### config.mk
export PLATFORM = sky130hd
export DESIGN_NAME = mmr_dispatch
export DESIGN_NICKNAME = d
export VERILOG_FILES = /design/src/hw/rtl/mmr_pkg.sv /design/src/hw/rtl/mmr_dispatch.sv
export SDC_FILE = /design/constraint.sdc
export NUM_CORES = 1
export LEC_CHECK = 0
export ABC_CLOCK_PERIOD_IN_PS = 9400
export BUFFER_PORTS_ARGS = -buffer_cell sky130_fd_sc_hd__clkbuf_2
export CAP_MARGIN = 20
export CORE_ASPECT_RATIO = 1.5
export CORE_UTILIZATION = 40
export CTS_CLUSTER_DIAMETER = 120
export DETAILED_ROUTE_END_ITERATION = 8
export MAX_ROUTING_LAYER = met4
export PLACE_DENSITY = 0.7
export SLEW_MARGIN = 0
export SYNTH_ARGS = -nofsm -noshare
export SYNTH_HDL_FRONTEND = slang
export SYNTH_SLANG_ARGS = --single-unit
### constraint.sdc
create_clock -name clk -period 9.4 [get_ports clk]
set_input_delay 1.88 -clock clk [delete_from_list [all_inputs] [get_ports clk]]
set_output_delay 1.88 -clock clk [all_outputs]
set_load 0.02 [all_outputs]
### src/hw/rtl/mmr_pkg.sv
package mmr_pkg;

    localparam int NUM_MODULES = 21;
    localparam int QUEUE_DEPTH = 15;

    localparam int BODY_WORDS = 7;
    localparam int WORD_W     = 32;
    localparam int ID_W       = 16;
    localparam int LEN_W      = 16;
    localparam int SRC_W      = 15;
    localparam int ENTRY_W    = LEN_W + BODY_WORDS * WORD_W;

    localparam int MEM_DEPTH = NUM_MODULES * QUEUE_DEPTH;
    localparam int ADDR_W    = (MEM_DEPTH > 1) ? $clog2(MEM_DEPTH) : 1;
    localparam int SLOT_W    = (QUEUE_DEPTH > 1) ? $clog2(QUEUE_DEPTH) : 1;
    localparam int CNT_W     = $clog2(QUEUE_DEPTH + 1);
    localparam int MOD_W     = (NUM_MODULES > 1) ? $clog2(NUM_MODULES) : 1;

    localparam logic [ID_W-1:0]  IR_KEY_LEN = ID_W'(4);

    typedef enum logic [1:0] {
        OP_DELIVER = 2'd0,
        OP_READ    = 2'd1,
        OP_ARM     = 2'd2
    } op_t;

    typedef enum logic [1:0] {
        ST_OK    = 2'd0,
        ST_BAD   = 2'd1,
        ST_FULL  = 2'd2,
        ST_EMPTY = 2'd3
    } status_t;

    typedef enum logic [1:0] {
        EV_NONE  = 2'd0,
        EV_IR    = 2'd1,
        EV_TIMER = 2'd2,
        EV_READ  = 2'd3
    } event_t;

    localparam logic CFG_IR_SOURCE    = 1'b0;
    localparam logic CFG_POWER_SOURCE = 1'b1;

    typedef struct packed {
        logic [1:0]                       op;
        logic signed [ID_W-1:0]           module_id;
        logic signed [LEN_W-1:0]          msg_len;
        logic [BODY_WORDS-1:0][WORD_W-1:0] body;
    } item_t;

    typedef struct packed {
        logic              we;
        logic              re;
        logic [ADDR_W-1:0] addr;
    } mem_req_t;

    typedef struct packed {
        status_t                 status;
        event_t                  kind;
        logic signed [ID_W-1:0]  module_id;
        logic signed [LEN_W-1:0] len;
        logic [WORD_W-1:0]       w0;
        logic                    from_mem;
    } meta_t;

endpackage

### src/hw/rtl/mmr_dispatch.sv
module mmr_dispatch
    import mmr_pkg::*;
(
    input  logic             clk,
    input  logic             rst_n,
    input  logic             fire,
    input  item_t            item,
    input  logic [SRC_W-1:0] ir_id,
    input  logic [SRC_W-1:0] pwr_id,
    output mem_req_t         req,
    output meta_t            meta
);

    logic [SLOT_W-1:0] wr_slot_reg [NUM_MODULES];
    logic [SLOT_W-1:0] rd_slot_reg [NUM_MODULES];
    logic [CNT_W-1:0]  cnt_reg     [NUM_MODULES];
    logic              armed_reg;

    logic              id_ok;
    logic [ID_W-1:0]   idx_full;
    logic [MOD_W-1:0]  m;
    logic              is_ir;
    logic              is_pwr;
    logic              push;
    logic              pop;
    logic              set_armed;
    logic              clr_armed;
    logic [ADDR_W-1:0] base;
    logic [SLOT_W-1:0] cur_wr;
    logic [SLOT_W-1:0] cur_rd;
    logic [CNT_W-1:0]  cur_cnt;

    always_comb
    begin
        id_ok    = !item.module_id[ID_W-1] && (item.module_id != '0)
                   && ($unsigned(item.module_id) <= ID_W'(NUM_MODULES));
        idx_full = $unsigned(item.module_id) - ID_W'(1);
        m        = idx_full[MOD_W-1:0];
        base     = ADDR_W'(m) * ADDR_W'(QUEUE_DEPTH);
        cur_wr   = id_ok ? wr_slot_reg[m] : '0;
        cur_rd   = id_ok ? rd_slot_reg[m] : '0;
        cur_cnt  = id_ok ? cnt_reg[m] : '0;

        // negative ids never match the unsigned source registers
        is_ir  = !item.module_id[ID_W-1] && (item.module_id[SRC_W-1:0] == ir_id)
                 && (item.msg_len == IR_KEY_LEN);
        is_pwr = !item.module_id[ID_W-1] && (item.module_id[SRC_W-1:0] == pwr_id)
                 && (item.msg_len == IR_KEY_LEN) && (item.body[0] == '0);

        req       = '0;
        meta      = '0;
        push      = 1'b0;
        pop       = 1'b0;
        set_armed = 1'b0;
        clr_armed = 1'b0;

        case (item.op)
            OP_DELIVER:
            begin
                meta.module_id = item.module_id;
                if (is_ir)
                begin
                    meta.kind = EV_IR;
                    meta.len  = item.msg_len;
                    meta.w0   = item.body[0];
                end
                else if (is_pwr)
                begin
                    if (armed_reg)
                    begin
                        meta.kind = EV_TIMER;
                        clr_armed = 1'b1;
                    end
                end
                else if (!id_ok)
                begin
                    meta.status = ST_BAD;
                end
                else if (cur_cnt >= CNT_W'(QUEUE_DEPTH))
                begin
                    meta.status = ST_FULL;
                end
                else
                begin
                    req.we   = 1'b1;
                    req.addr = base + ADDR_W'(cur_wr);
                    push     = 1'b1;
                end
            end
            OP_READ:
            begin
                meta.module_id = item.module_id;
                if (!id_ok)
                begin
                    meta.status = ST_BAD;
                end
                else if (cur_cnt == '0)
                begin
                    meta.status = ST_EMPTY;
                end
                else
                begin
                    meta.kind     = EV_READ;
                    meta.from_mem = 1'b1;
                    req.re        = 1'b1;
                    req.addr      = base + ADDR_W'(cur_rd);
                    pop           = 1'b1;
                end
            end
            OP_ARM:
            begin
                set_armed = 1'b1;
            end
            default:
            begin
            end
        endcase

        // state only moves when the transaction is actually taken
        req.we = req.we && fire;
        req.re = req.re && fire;
    end

    always_ff @(posedge clk or negedge rst_n)
    begin
        if (!rst_n)
        begin
            for (int i = 0; i < NUM_MODULES; i++)
            begin
                wr_slot_reg[i] <= '0;
                rd_slot_reg[i] <= '0;
                cnt_reg[i]     <= '0;
            end
            armed_reg <= 1'b0;
        end
        else if (fire)
        begin
            if (push)
            begin
                wr_slot_reg[m] <= (cur_wr == SLOT_W'(QUEUE_DEPTH - 1)) ? '0 : cur_wr + 1'b1;
                cnt_reg[m]     <= cur_cnt + 1'b1;
            end
            if (pop)
            begin
                rd_slot_reg[m] <= (cur_rd == SLOT_W'(QUEUE_DEPTH - 1)) ? '0 : cur_rd + 1'b1;
                cnt_reg[m]     <= cur_cnt - 1'b1;
            end
            if (set_armed)
            begin
                armed_reg <= 1'b1;
            end
            else if (clr_armed)
            begin
                armed_reg <= 1'b0;
            end
        end
    end

endmodule

==> flow_summary.ini <==
[run_status]
run_status = finished with violations
violations_in_the_final_reports = design-rule violations

[sta]
finalHoldViolations = 0
worst_clock_skew_ps = 18.3
finalCritPeriodShare_pct = 93.6
finalWorstSetupSlack_ps = 603
fmaxAchievable_mhz = 114
count_of_endpoints_failing_setup_in_the_final_report = 0
worst_slew_margin_rel_pct = 29.5
report.final.slew_viol_count = 0
grt_setup_unrepaired = false
finalWorstPathRequiredPeriod_ps = 8800
worst_slew_pin_slew_ps = 1060
setup_tns_ps = 0

[floorplanning]
fp.dieArea_sq_mm = 0.0379
floorplan.initialDensity_pct = 40.5
core_sq_mm = 0.0367
placement_rows = 86
io_pins = 371
die_width_um = 159
die_h_um = 238

[cells_and_area]
most_frequent_cells_in_the_layout = dfrtp_1, nand2_1, clkbuf_2
drive_above_1_share_pct = 25.5
layout.nets = 1948
layoutNonFillerInstCount = 2128
final_common_cell = dfrtp_1
layout_overhead_on_the_synthesized_area_pct = 13.2

[synthesis]
ys_ff_latch = 253
post_synth_mux_area_share_pct = 10.7
synth_top_family_by_area = compound AO/OA/AOI/OAI gates
synth_sequential_area_ratio_pct = 42.6
synth-main-ff-cell = dfrtp_1
synth-warning-count = 0
synthSimpleGateAreaFrac_pct = 16.8
avgSynthCellArea_sq_um = 9.96
post_synth_inst_count = 1492
xor_xnor_share_of_the_synthesized_area_pct = 3.17
synth_area_sq_mm = 0.0149
async_reset_ff_share_pct = 100
adder_and_majority_cell_fraction_of_the_synthesized_area_pct = 2.71
synth-edff-count = 0
synth.lib_cells_used.distinct = 95
synth-compound-area-share_pct = 18.5

[global_route]
antenna_found_initial = 2
grt_pass1_wl_um = 72700
gr_busiest_metal = met2
groute.layer.met3.usage_pct = 3.82
grt_remaining_overflow = 0
grt_util_met2_pct = 43.4
grtUsageMet1_pct = 29.4
grt_start_max_net_pins = 122
via_count_of_the_first_global_routing_pass = 12400
grt.total_usage_pct = 25.8

[clocking]
tritoncts = done
htree_levels = 1
postCtsResizedCells = 0
cts.reportedPaths.clkPinSlew_ps = 60
cts.repair_timing.setup_buffer_count = 0
clock_sinks = 253
clkLatencyLatePin_ps = 540
cts_root_buffer = clkbuf_16
cts_buffer_depth = 3
number_of_buffers_added_by_the_clock_tree_synthesis_step = 24
post_cts_hold_buffer_count = 0

[critical_path]
slowest_cell_on_crit_path = ha_1
critical_path_class = in2out
critical_path_buf_inv_count = 6
critical-path-top-cell-by-count = inv_1
crit_path_cell_trace = clkbuf_2, inv_1, ha_1, nor3b_2, xor2_1, buf_4, inv_1, fa_1, inv_1, ha_1, xnor2_1, and2_1, and2_1, nand2_1, o21ai_0, a21oi_1, a21o_1, clkbuf_2
worstPathMaxFanout = 15
cp-startpoint = item[241]
critPathTopFamily = adder cells
timing.critical_path.to_type = output port
critical_path.startpoint_type = input pin
worstReg2RegStart = cnt_reg[80]$_DFFE_PN0P_
slowest_delay_ps = 630
worstPathArrival_ps = 6920
timing.critical_path.required_ps = 7520

[pwr]
comb_power_share_pct = 13.7
switching_share_pct = 26.6
power_density_of_the_placed_cells_mw_per_mm2 = 147
power_report.internal_total_w = 0.00181
clock_network_fraction_of_design_power_pct = 42.2
report.power.total_w = 0.00247
p_seq_share_pct = 44.1
static-leakage-power_nw = 7.45
worst_ir_drop_vdd_mv = 0.0892
power_switching_w = 0.000659

[placed_design]
port-buffer-count = 163
detailedPlacementHpwl_um = 35400
finalWeightedCongestion = 0.996
place_inst = 2086
placement.setup.worst_slack_ps = 781

[route]
drt.antenna.violating_nets = 0
drt-initial-drc-count = 942
wl_per_cell_um = 22.3
routed_wl_um = 47400
drcViolationCount = 1
post_drt_via_cell_ratio = 5.84
first_pass_iters = 9
total_vias_in_the_final_route = 12400

[run]
max_cap_check_violation_count = 0

[hold_path]
holdCritStartpoint = rd_slot_reg[65]$_DFFE_PN0P_
min-delay-path-class = reg2reg
==> tightest hold or removal path, delay by kind of cell, from the launching register on <==
kind	cells	cell delay, ps
compound gates	1	60
flops	1	340
simple gates	1	40
==> path summary, 6_finish.rpt <==
kind / slack (ps) / end / cells after the start
setup / recovery: 600 / req[8] / 18
hold / removal: 480 / rd_slot_reg[65]$_DFFE_PN0P_ / 2
setup reg to reg: 5590 / cnt_reg[65]$_DFFE_PN0P_ / 12
hold reg to reg: 480 / rd_slot_reg[65]$_DFFE_PN0P_ / 2
max in group asynchronous: 6480 / cnt_reg[66]$_DFFE_PN0P_ / 2
min in group asynchronous: 1400 / rd_slot_reg[18]$_DFFE_PN0P_ / 1
==> stage by stage <==
stage	util (%)	hold slack, ps	area, sq um
6_report	45.8	475	16800
5_1_grt	45.8	500	16800
4_1_cts	45.8	480	16800
3_5_place_dp	43.6	465	16000
3_3_place_gp	43.6	457	16000
2_1_floorplan	-	445	14900
==> power by group through the flow <==
| stage | registers (W) | logic, W | clock network, W |
|---|---|---|---|
| 2_1_floorplan | 0.00111 | 0.000219 | 0 |
| 3_3_place_gp | 0.00111 | 0.000326 | 0 |
| 3_5_place_dp | 0.00111 | 0.000334 | 0 |
| 4_1_cts | 0.00109 | 0.000336 | 0.00105 |
| 5_1_grt | 0.00109 | 0.000368 | 0.00109 |
| 6_report | 0.00109 | 0.000339 | 0.00104 |
==> cells by family (layout without fill, tap and decap cells) <==
kind of cell / Yosys count / in the layout
buffers and inverters: 136 / 272
other: 1 / 17
adders and majority gates: 30 / 30
muxes: 89 / 89
DFF: 253 / 253
and+or+nand+nor: 507 / 507
xor gates and xnor gates: 52 / 52
AOI/OAI and AO/OA: 424 / 424
==> synthesized netlist by cell type (all sizes together), types with 3 or more instances <==
cell type	number	share of area (%)
dfrtp	253	43
nand2	170	4.4
o211ai	3	0.19
a21boi	3	0.15
clkbuf	24	0.61
nand3b	3	0.15
a221o	8	0.54
nor4b	4	0.38
o22ai	19	0.80
and2	37	1.6
mux2	24	1.8
a211oi	12	0.74
ha	25	2.1
nor2	162	4.7
and3	4	0.17
o21ai	147	5.0
a21oi	136	5.1
buf	85	4.1
nor4	22	1.1
xor2	12	0.76
nand3	27	0.94
or2	15	0.63
mux2i	11	0.74
o22a	27	1.6
nor2b	15	0.63
a311oi	5	0.46
nor3	10	0.40
nand2b	9	0.38
nand4	15	0.63
inv	27	0.68
a21o	15	0.76
or3	5	0.21
xnor2	40	2.4
a31oi	7	0.40
o21bai	7	0.35
fa	4	0.54
a2bb2oi	7	0.61
nor3b	3	0.19
o221ai	5	0.34
mux4	54	8.2
==> final cells by class <==
| class | instances | area (sq um) |
|---|---|---|
| inverter | 27 | 101 |
| antenna | 2 | 5.00 |
| tap | 484 | 606 |
| sequential | 253 | 6330 |
| clock inverter | 8 | 119 |
| fill | 3398 | 19900 |
| multi-input combinational | 1117 | 7810 |
| clock buffer | 32 | 702 |
| timing repair buffer | 205 | 1140 |
==> routing by layer <==
metal / wire [um] / up-vias
li1: - / 5606
met1: 17400 / 6063
met2: 23300 / 616
met3: 3800 / 139
met4: 2810 / 0
met5: 0 / -
Note: power is estimated with default switching activity, not from simulation.
