File: src/hw/rtl/mmr_ram.sv
module mmr_ram #(
    parameter int WIDTH = 8,
    parameter int DEPTH = 16
) (
    input  logic                                    clk,
    input  logic                                    we,
    input  logic [((DEPTH > 1) ? $clog2(DEPTH) : 1)-1:0] waddr,
    input  logic [WIDTH-1:0]                        wdata,
    input  logic                                    re,
    input  logic [((DEPTH > 1) ? $clog2(DEPTH) : 1)-1:0] raddr,
    output logic [WIDTH-1:0]                        rdata
);

    logic [WIDTH-1:0] mem [DEPTH];
    logic [WIDTH-1:0] rdata_reg;

    always_ff @(posedge clk)
    begin
        if (we)
        begin
            mem[waddr] <= wdata;
        end
        if (re)
        begin
            rdata_reg <= mem[raddr];
        end
    end

    assign rdata = rdata_reg;

endmodule

File: config.mk
export PLATFORM = sky130hd
export DESIGN_NAME = mmr_ram
export DESIGN_NICKNAME = d
export VERILOG_FILES = /design/src/hw/rtl/mmr_ram.sv
export SDC_FILE = /design/constraint.sdc
export NUM_CORES = 1
export LEC_CHECK = 0
export BUFFER_PORTS_ARGS = -buffer_cell sky130_fd_sc_hd__buf_2
export CAP_MARGIN = 20
export CORE_MARGIN = 2
export CORE_UTILIZATION = 50
export DETAILED_ROUTE_END_ITERATION = 8
export MAX_ROUTING_LAYER = met4
export PLACE_DENSITY = 0.65
export SLEW_MARGIN = 20
export SYNTH_ARGS = -nofsm -noshare
export SYNTH_HDL_FRONTEND = slang
export SYNTH_SLANG_ARGS = --single-unit
File: constraint.sdc
create_clock -name clk -period 2.47 [get_ports clk]
set_clock_uncertainty 0.2 [all_clocks]
set_input_delay 0.494 -clock clk [delete_from_list [all_inputs] [get_ports clk]]
set_output_delay 0.494 -clock clk [all_outputs]
set_load 0.05 [all_outputs]
==> impl_metrics.yaml, run 1 <==
floorplanning:
  start_util: 0.511
  fp.dieW_um: 106
  die-area_um2: 11300
  core_um2: 10200
  ios: 27
  dieHeight_um: 106
  num_rows: 37
final_layout:
  drive_above_1_share: 0.318
  nets: 303
  layout-area-overhead-vs-synth_pct: 18.2
  multi_input_area_um2: 1060
  fin_cells: 432
  largest_reg_flops: 128
  fillCellCount: 727
  fin_util: 0.604
  diodes: 0
  finish.instance_area_um2: 6180
  ff_latch_area_um2: 4080
global_routing:
  grt_pass1_wl_mm: 14.6
  grt_pass1_vias: 2511
  grt_max_degree: 33
  overflow: 0
  grt_antenna_before_repair: 0
  grt_usage: 0.192
yosys:
  synth.yosys.warnings: 0
  synth-main-ff-cell: "edfxtp_1"
  yosysTopAreaCellShare: 0.781
  synth_edf_count: 136
  syn_inst: 229
  synthTopCellsByArea: "edfxtp_1, mux4_2, mux4_1, a22oi_1, nor2_1"
  synth_top_area_cell: "edfxtp_1"
  synth_area_per_cell_um2: 22.8
  ys_ff_latch: 136
  yosysMostFrequentCell: "edfxtp_1"
  ys_seq_area_frac: 0.781
  netlist_area_um2: 5230
  synth_top_cells_by_count: "edfxtp_1, mux4_2, a22oi_1"
  yosysUniqueCellTypes: 18
  syn-num-nets: 248
  async_flop_share: 0
cts:
  cts-hold-fix-buffers: 0
  cts_resized: 0
  numCtsBuffers: 17
  cts_setup_buffers: 0
  cts_buffer_depth: 2
  cts_tree: "built"
  clk_pin_slew_ps: 60
  clk_latency_ps: 510
  numClockSinks: 136
  cts-root-buf: "clkbuf_8"
  htree_levels: 4
power_and_ir_drop:
  clkPwrFrac: 0.443
  power_frac_seq: 0.504
  p_int_mw: 4.12
  swShare: 0.205
  leakage_nw: 2.08
  pwr-share-comb: 0.052
  peakVddDrop_uv: 566
  power_density_nw_per_um2: 840
  p_sw_mw: 1.06
run:
  max-cap-violations: 0
detailed_routing:
  dr.pass1.iters: 4
  wl_per_cell_um: 21.7
  vias_per_cell: 5.70
  vias: 2463
  ant_nets: 0
  drc: 0
  first_iter_violations: 164
  drt_wl_total_mm: 9.39
sta:
  slew_viol_final: 0
  setup-violations-final: 0
  fin_crit_sh: 0.759
  fmax_mhz: 534
  period_needed_ps: 1870
  hold_violations: 0
  worst_pin_slew_ps: 719
  fin_setup_tns_ps: 0
  rsz0062_at_grt: "false"
  relSlewSlack: 0.520
setup_path:
  endpoint_kind: "output pin"
  critical_path_buf_inv_count: 1
  crit_family: "flip-flops"
  crit_fanout: 1
  startpoint_type: "register"
  cp.required_ps: 1780
  path_cells: "buf_2"
  cp_slowest_cell: "edfxtp_1"
  arrival_ps: 1180
  critPathMaxStageDelay_ps: 390
  critPathKind: "register to output pin"
place:
  dp_hpwl_mm: 6.12
  place.gp.congestion: 0.741
  port_buffers: 26
  place_inst: 401
  placed_area_um2: 5630
status:
  status: "finished clean"
min_path:
  hp-class: "primary input to register"
## cell type report
type,count,area share
Sequential cell,136,0.661
Multi-Input combinational cell,83,0.171
Clock buffer,18,0.0676
Clock inverter,13,0.0215
Tap cell,136,0.0275
Timing Repair Buffer,46,0.0514
## routing by layer
layer	global-route usage	wire length (um)	vias up
li1	-	-	1091
met1	0.255	3940	1283
met2	0.293	4800	80
met3	0.0454	539	9
met4	0.0695	109	0
met5	-	0	-
## worst paths after layout
kind / from / endpoint / slack, ps / cells past startpoint
worst max register to register: mem[9][2] / rdata[2] / 790 / 3
worst min register to register: mem[4][1] / rdata[1] / 540 / 3
worst min-delay path: re / rdata[0] / 160 / 1
worst max-delay path: rdata[2] / rdata[2] / 600 / 1
## power groups by stage
stage               Sequential, mW  Combinational, mW  Clock (mW)
finish                        2.62              0.272        2.30
global route                  2.62              0.295        2.42
CTS                           2.62              0.279        2.34
detailed placement            2.66              0.279           0
global placement              2.66              0.274           0
floorplan                     2.70              0.131           0
## through the flow
stage	power (mW)	hold slack (ps)	setup slack, ps
global route	5.33	147	558
global placement	2.94	523	233
CTS	5.24	139	554
finish	5.19	161	596
floorplan	2.83	393	283
detailed placement	2.94	526	196
## cell usage in the layout, fill, tap and decap left out, types with 3 or more instances in the layout
master | Yosys | final
edfxtp_1 | 136 | 136
buf_2 | 3 | 26
mux4_2 | 18 | 18
buf_4 | 1 | 17
a22oi_1 | 16 | 16
clkbuf_16 | 0 | 16
mux4_1 | 14 | 14
nor2_1 | 13 | 13
nand2_1 | 9 | 9
clkinvlp_4 | 0 | 6
nor3_1 | 4 | 4
clkinv_2 | 0 | 3
buf_12 | 0 | 3
## worst register-to-register path, cell delays in order, from the launching register on
cell      delay [ps]
edfxtp_1         360
mux4_1           500
a22oi_1          260
nand2_1          100
## cells by family (layout without fill, tap and decap cells)
group | Yosys count | count (layout) | share of synthesized area
buf+inv | 10 | 77 | 0.0165
flops | 136 | 136 | 0.781
simple gates | 35 | 35 | 0.0314
compound gates | 16 | 16 | 0.0230
mux | 32 | 32 | 0.148
Note: power is estimated with default switching activity, not from simulation.
==> run 2: changes to the inputs <==
--- a/config.mk
+++ b/config.mk
@@ -5,13 +5,14 @@
 export SDC_FILE = /design/constraint.sdc
 export NUM_CORES = 1
 export LEC_CHECK = 0
+export ABC_AREA = 1
 export BUFFER_PORTS_ARGS = -buffer_cell sky130_fd_sc_hd__buf_2
 export CAP_MARGIN = 20
 export CORE_MARGIN = 2
 export CORE_UTILIZATION = 50
 export DETAILED_ROUTE_END_ITERATION = 8
 export MAX_ROUTING_LAYER = met4
-export PLACE_DENSITY = 0.65
+export PLACE_DENSITY = 0.68
 export SLEW_MARGIN = 20
 export SYNTH_ARGS = -nofsm -noshare
 export SYNTH_HDL_FRONTEND = slang
==> constraint.sdc (replaced) <==
create_clock -name clk -period 1.65 [get_ports clk]
set_clock_uncertainty 0.2 [all_clocks]
set_input_delay 0.33 -clock clk [delete_from_list [all_inputs] [get_ports clk]]
set_output_delay 0.33 -clock clk [all_outputs]
set_load 0.05 [all_outputs]
==> run 2 against run 1 <==
  * Worst hold slack got worse by 61 ps
  * Sequential power up 50%
  * Via count is 59% higher
  * Critical endpoint is now rdata[4]
  * Highest routed layer unchanged
==> impl_metrics.yaml, run 2 <==
final_layout:
  largest_reg_flops: 128
  ff_latch_area_um2: 4080
  layout_common_cells: "nand2_1, edfxtp_1, inv_1"
  diodes: 0
  finish.instance_area_um2: 6810
  fin_cells: 756
  multi_input_area_um2: 1210
  fillCellCount: 958
  layout-area-overhead-vs-synth_pct: 16.4
  final_common_cell: "nand2_1"
  drive_above_1_share: 0.142
  nets: 619
setup_path:
  startpoint_type: "register"
  r2r-start: "mem[8][5]"
  cp-startpoint: "rdata[4]"
  rr_worst_depth: 6
  critPathCapture: "rdata[4]"
  cp.depth: 1
  cp_slowest_cell: "edfxtp_1"
  path_cells: "buf_2"
  worstReg2RegEnd: "rdata[5]"
  cp.required_ps: 1120
  arrival_ps: 1090
  crit_family: "flip-flops"
  ff2ff_setup_slack_ps: 290
  crit_fanout: 1
  endpoint_kind: "output pin"
  critical_path_buf_inv_count: 1
  critPathMaxStageDelay_ps: 400
  critPathKind: "register to output pin"
floorplanning:
  core_um2: 11400
  ios: 27
  num_rows: 39
  die-area_um2: 12600
  fp.dieW_um: 112
  dieHeight_um: 112
  start_util: 0.512
yosys:
  synth-main-ff-cell: "edfxtp_1"
  synthSimpleGateAreaFrac: 0.208
  yosysUniqueCellTypes: 11
  synthTopCellsByArea: "edfxtp_1, nand2_1, nand3_1, inv_1, buf_6"
  synth_top_area_cell: "edfxtp_1"
  yosysMostFrequentCell: "nand2_1"
  synth-xor-area-share: 0
  ys_ff_latch: 136
  netlist_area_um2: 5850
  syn-num-nets: 570
  synth.yosys.warnings: 0
  async_flop_share: 0
  syn_inst: 551
  yosysTopAreaCellShare: 0.698
  synth_top_family_by_area: "simple AND/OR/NAND/NOR gates"
  synth_compound_area_frac: 0
  synthAdderAreaFrac: 0
  synth_area_per_cell_um2: 10.6
  synth_edf_count: 136
  synth_top_cells_by_count: "nand2_1, edfxtp_1, inv_1"
  synth.area.mux_share: 0
  ys_seq_area_frac: 0.698
power_and_ir_drop:
  power_density_nw_per_um2: 1190
  fin_total_pwr_mw: 8.09
  peakVddDrop_uv: 724
  leakage_nw: 2.94
detailed_routing:
  vias_per_cell: 5.18
  drt_wl_total_mm: 13.0
  dr.pass1.iters: 5
  wl_per_cell_um: 17.1
  vias: 3919
  first_iter_violations: 370
  drc: 0
  ant_nets: 0
place:
  place_inst: 724
  dp_hpwl_mm: 8.16
  port_buffers: 26
  placed_area_um2: 6220
  pre_cts_ws_ps: -122
  place.gp.congestion: 0.957
cts:
  clk_latency_ps: 410
  clk_pin_slew_ps: 60
  cts_tree: "built"
  numCtsBuffers: 17
  numClockSinks: 136
  cts_setup_buffers: 0
  cts-root-buf: "clkbuf_16"
  htree_levels: 4
  cts_buffer_depth: 2
sta:
  fmax_mhz: 617
  fin_crit_sh: 0.982
  relSlewSlack: 0.592
  setup-violations-final: 0
  rsz0062_at_grt: "false"
  hold_violations: 0
  worst_pin_slew_ps: 612
  period_needed_ps: 1620
  layout_setup_ws_ps: 29.7
  slew_viol_final: 0
run:
  max-cap-violations: 0
global_routing:
  grt_max_degree: 40
  grt_pass1_wl_mm: 20.5
  grt_pass1_vias: 3810
  overflow: 0
  grt_usage: 0.227
  grt_antenna_before_repair: 0
min_path:
  hp-class: "primary input to register"
  hold_path_depth: 1
status:
  status: "finished clean"
## run 2: cell types whose count changed in the layout (fill, tap and decap cells not counted), moves of 9 or more
cell	before	now
mux4_1	14	0
a22oi_1	16	0
nand3_1	1	97
mux4_2	18	0
buf_4	17	26
inv_1	0	100
nand2_1	9	173
## run 2: cell families (layout without fill, tap and decap cells)
family / count (synthesis) / in the layout
and+or+nand+nor: 289 / 289
DFF: 136 / 136
buffers and inverters: 126 / 188
## run 2: power breakdown
part,total (mW),internal [mW],switching [mW]
Combinational,0.535,0.149,0.387
Sequential,3.92,3.89,0.0248
Clock,3.64,2.22,1.42
Total,8.09,6.26,1.83
## run 2: per-stage QoR
| step | util | TNS (ps) | hold slack (ps) |
|---|---|---|---|
| 6_report | 0.596 | 0 | 99.9 |
| 2_1_floorplan | - | 0 | 229 |
| 3_5_place_dp | 0.545 | -572 | 512 |
| 5_1_grt | 0.596 | 0 | 77.5 |
| 4_1_cts | 0.596 | 0 | 80.5 |
| 3_3_place_gp | 0.545 | -427 | 505 |
## run 2: worst min path at each step
stage / startpoint / endpoint / slack [ps]
finish: re / rdata[7] / 100
global route: re / rdata[7] / 80
CTS: re / rdata[7] / 80
detailed placement: re / rdata[7] / 510
global placement: re / rdata[7] / 500
floorplan: wdata[0] / mem[0][0] / 230
## run 2: repair_timing
item,in CTS,in global routing
gates resized for setup,0,1
setup endpoints to repair,0,1
hold buffers,0,0
## run 2: layer usage
layer  GRT usage  vias up  part of all wire
met2       0.341      169              0.48
met4       0.104        0             0.027
met5           -        -                 0
met1       0.298     1838              0.42
met3      0.0518       25             0.069
li1            -     1887                 -
## run 2: layout make-up
type	instances	area share
clock buffers	17	0.0625
clock inverters	15	0.0228
well taps	143	0.0263
repair buffers	54	0.0540
inverters	102	0.0562
multi-input cells	289	0.178
flip-flops and latches	136	0.600
==> run 3: changes to the inputs <==
--- a/config.mk
+++ b/config.mk
@@ -9,10 +9,10 @@
 export BUFFER_PORTS_ARGS = -buffer_cell sky130_fd_sc_hd__buf_2
 export CAP_MARGIN = 20
 export CORE_MARGIN = 2
-export CORE_UTILIZATION = 50
+export CORE_UTILIZATION = 55
 export DETAILED_ROUTE_END_ITERATION = 8
 export MAX_ROUTING_LAYER = met4
-export PLACE_DENSITY = 0.68
+export PLACE_DENSITY = 0.75
 export SLEW_MARGIN = 20
 export SYNTH_ARGS = -nofsm -noshare
 export SYNTH_HDL_FRONTEND = slang
==> run 3 against run 2 <==
  * The flow now finishes with violations (negative setup slack)
  * Via count grew 0.97%
  * Flip-flop and latch count is the same
  * Routed wire length is the same
  * Register-to-register slack is essentially flat
  * Critical path depth is the same
==> impl_metrics.yaml, run 3 (same netlist as run 2, synthesis figures left out) <==
status:
  status: "finished with violations"
  violations: "negative setup slack"
setup_path:
  ff2ff_setup_slack_ps: 280
  critical_path_buf_inv_count: 1
  endpoint_kind: "output pin"
  startpoint_type: "register"
  cp_slowest_cell: "edfxtp_1"
  arrival_ps: 1140
  critPathMaxStageDelay_ps: 440
  cp.depth: 1
  rr_worst_depth: 6
  path_cells: "buf_6"
  critPathKind: "register to output pin"
  crit_fanout: 1
  cp.required_ps: 1120
  crit_family: "flip-flops"
final_layout:
  nets: 618
  fillCellCount: 783
  layout_common_cells: "nand2_1, edfxtp_1, inv_1"
  multi_input_area_um2: 1210
  largest_reg_flops: 128
  layout-area-overhead-vs-synth_pct: 16.3
  final_common_cell: "nand2_1"
  ff_latch_area_um2: 4080
  drive_above_1_share: 0.135
  diodes: 0
detailed_routing:
  wl_met3_um: 931
  first_iter_violations: 299
  wl_met2_mm: 6.50
  wl_met1_mm: 5.18
  drc: 0
  wl_per_cell_um: 17.4
  dr.pass1.iters: 5
  vias_per_cell: 5.31
  top_layer: "met4"
  vias: 3957
  drt_wl_total_mm: 13.0
  ant_nets: 0
place:
  place.gp.congestion: 0.919
  dp_hpwl_mm: 8.17
  pre_cts_ws_ps: -103
  port_buffers: 26
sta:
  rsz0062_at_grt: "true"
  layout_setup_ws_ps: -23.3
  fmax_mhz: 598
  relSlewSlack: 0.610
  period_needed_ps: 1670
  setup-violations-final: 1
  hold_violations: 0
  slew_viol_final: 0
  worst_pin_slew_ps: 583
  fin_crit_sh: 1.01
run:
  max-cap-violations: 0
cts:
  cts_setup_buffers: 0
  cts_tree: "built"
  numClockSinks: 136
  cts_buffer_depth: 2
  cts-root-buf: "clkbuf_8"
  clk_pin_slew_ps: 60
  clk_latency_ps: 520
  htree_levels: 4
  numCtsBuffers: 17
global_routing:
  grt_pass1_wl_mm: 20.6
  grt_pass1_vias: 3983
  grt_usage: 0.256
  overflow: 0
  grt_antenna_before_repair: 0
  grt_max_degree: 33
floorplanning:
  core_um2: 10300
  start_util: 0.566
  dieHeight_um: 107
  num_rows: 37
  die-area_um2: 11500
  ios: 27
  fp.dieW_um: 107
power_and_ir_drop:
  power_density_nw_per_um2: 1160
  leakage_nw: 2.96
  fin_total_pwr_mw: 7.87
  peakVddDrop_uv: 784
min_path:
  hp-class: "primary input to register"
  hold_path_depth: 1
[run 3: cell count changes in the layout (fill, tap and decap cells not counted), sizes merged]
cell	previous run	this run
buf	53	52
inv	103	102
clkinv	4	7
dlygate4sd3	0	1
clkinvlp	8	2
[run 3: metal layers]
metal  track usage  vias to the layer above
met2         0.411                      158
met3        0.0644                       26
met1         0.316                     1897
met4        0.0983                        0
li1              -                     1876
met5             -                        -
[run 3: repair_timing]
action                     4_1_cts  5_1_grt
hold endpoints to repair         8        0
gates resized for setup          8        8
hold buffers                     1        0
setup endpoints to repair        5        8
[run 3: cell type report]
class	instances	area share
multi-input cells	289	0.178
well taps	136	0.0250
repair buffers	53	0.0624
clock inverters	11	0.0162
inverters	102	0.0563
flip-flops and latches	136	0.600
clock buffers	18	0.0614
[run 3: metrics by stage]
step / TNS (ps) / hold slack, ps / cell area (um2) / cells / util
final: -23.3 / 35.1 / 6800 / 745 / 0.659
after detailed placement: -561 / 505 / 6230 / 715 / 0.603
after floorplan: 0 / 229 / 5850 / 551 / -
after CTS: -80.7 / 17.4 / 6790 / 745 / 0.657
after global routing: -104 / 22.3 / 6800 / 745 / 0.659
after global placement: -570 / 506 / 6230 / 715 / 0.603
[run 3: path summary, 6_finish.rpt]
check | startpoint | endpoint
setup reg to reg | mem[5][3] | rdata[3]
hold reg to reg | mem[10][0] | rdata[0]
hold / removal | wdata[5] | mem[4][5]
setup / recovery | rdata[2] | rdata[2]
[run 3: report_power, final]
group	total [mW]	leakage [nW]	switching, mW	internal (mW)
Combinational	0.560	1.46	0.390	0.169
Clock	3.40	0.261	1.30	2.10
Sequential	3.92	1.24	0.0243	3.89
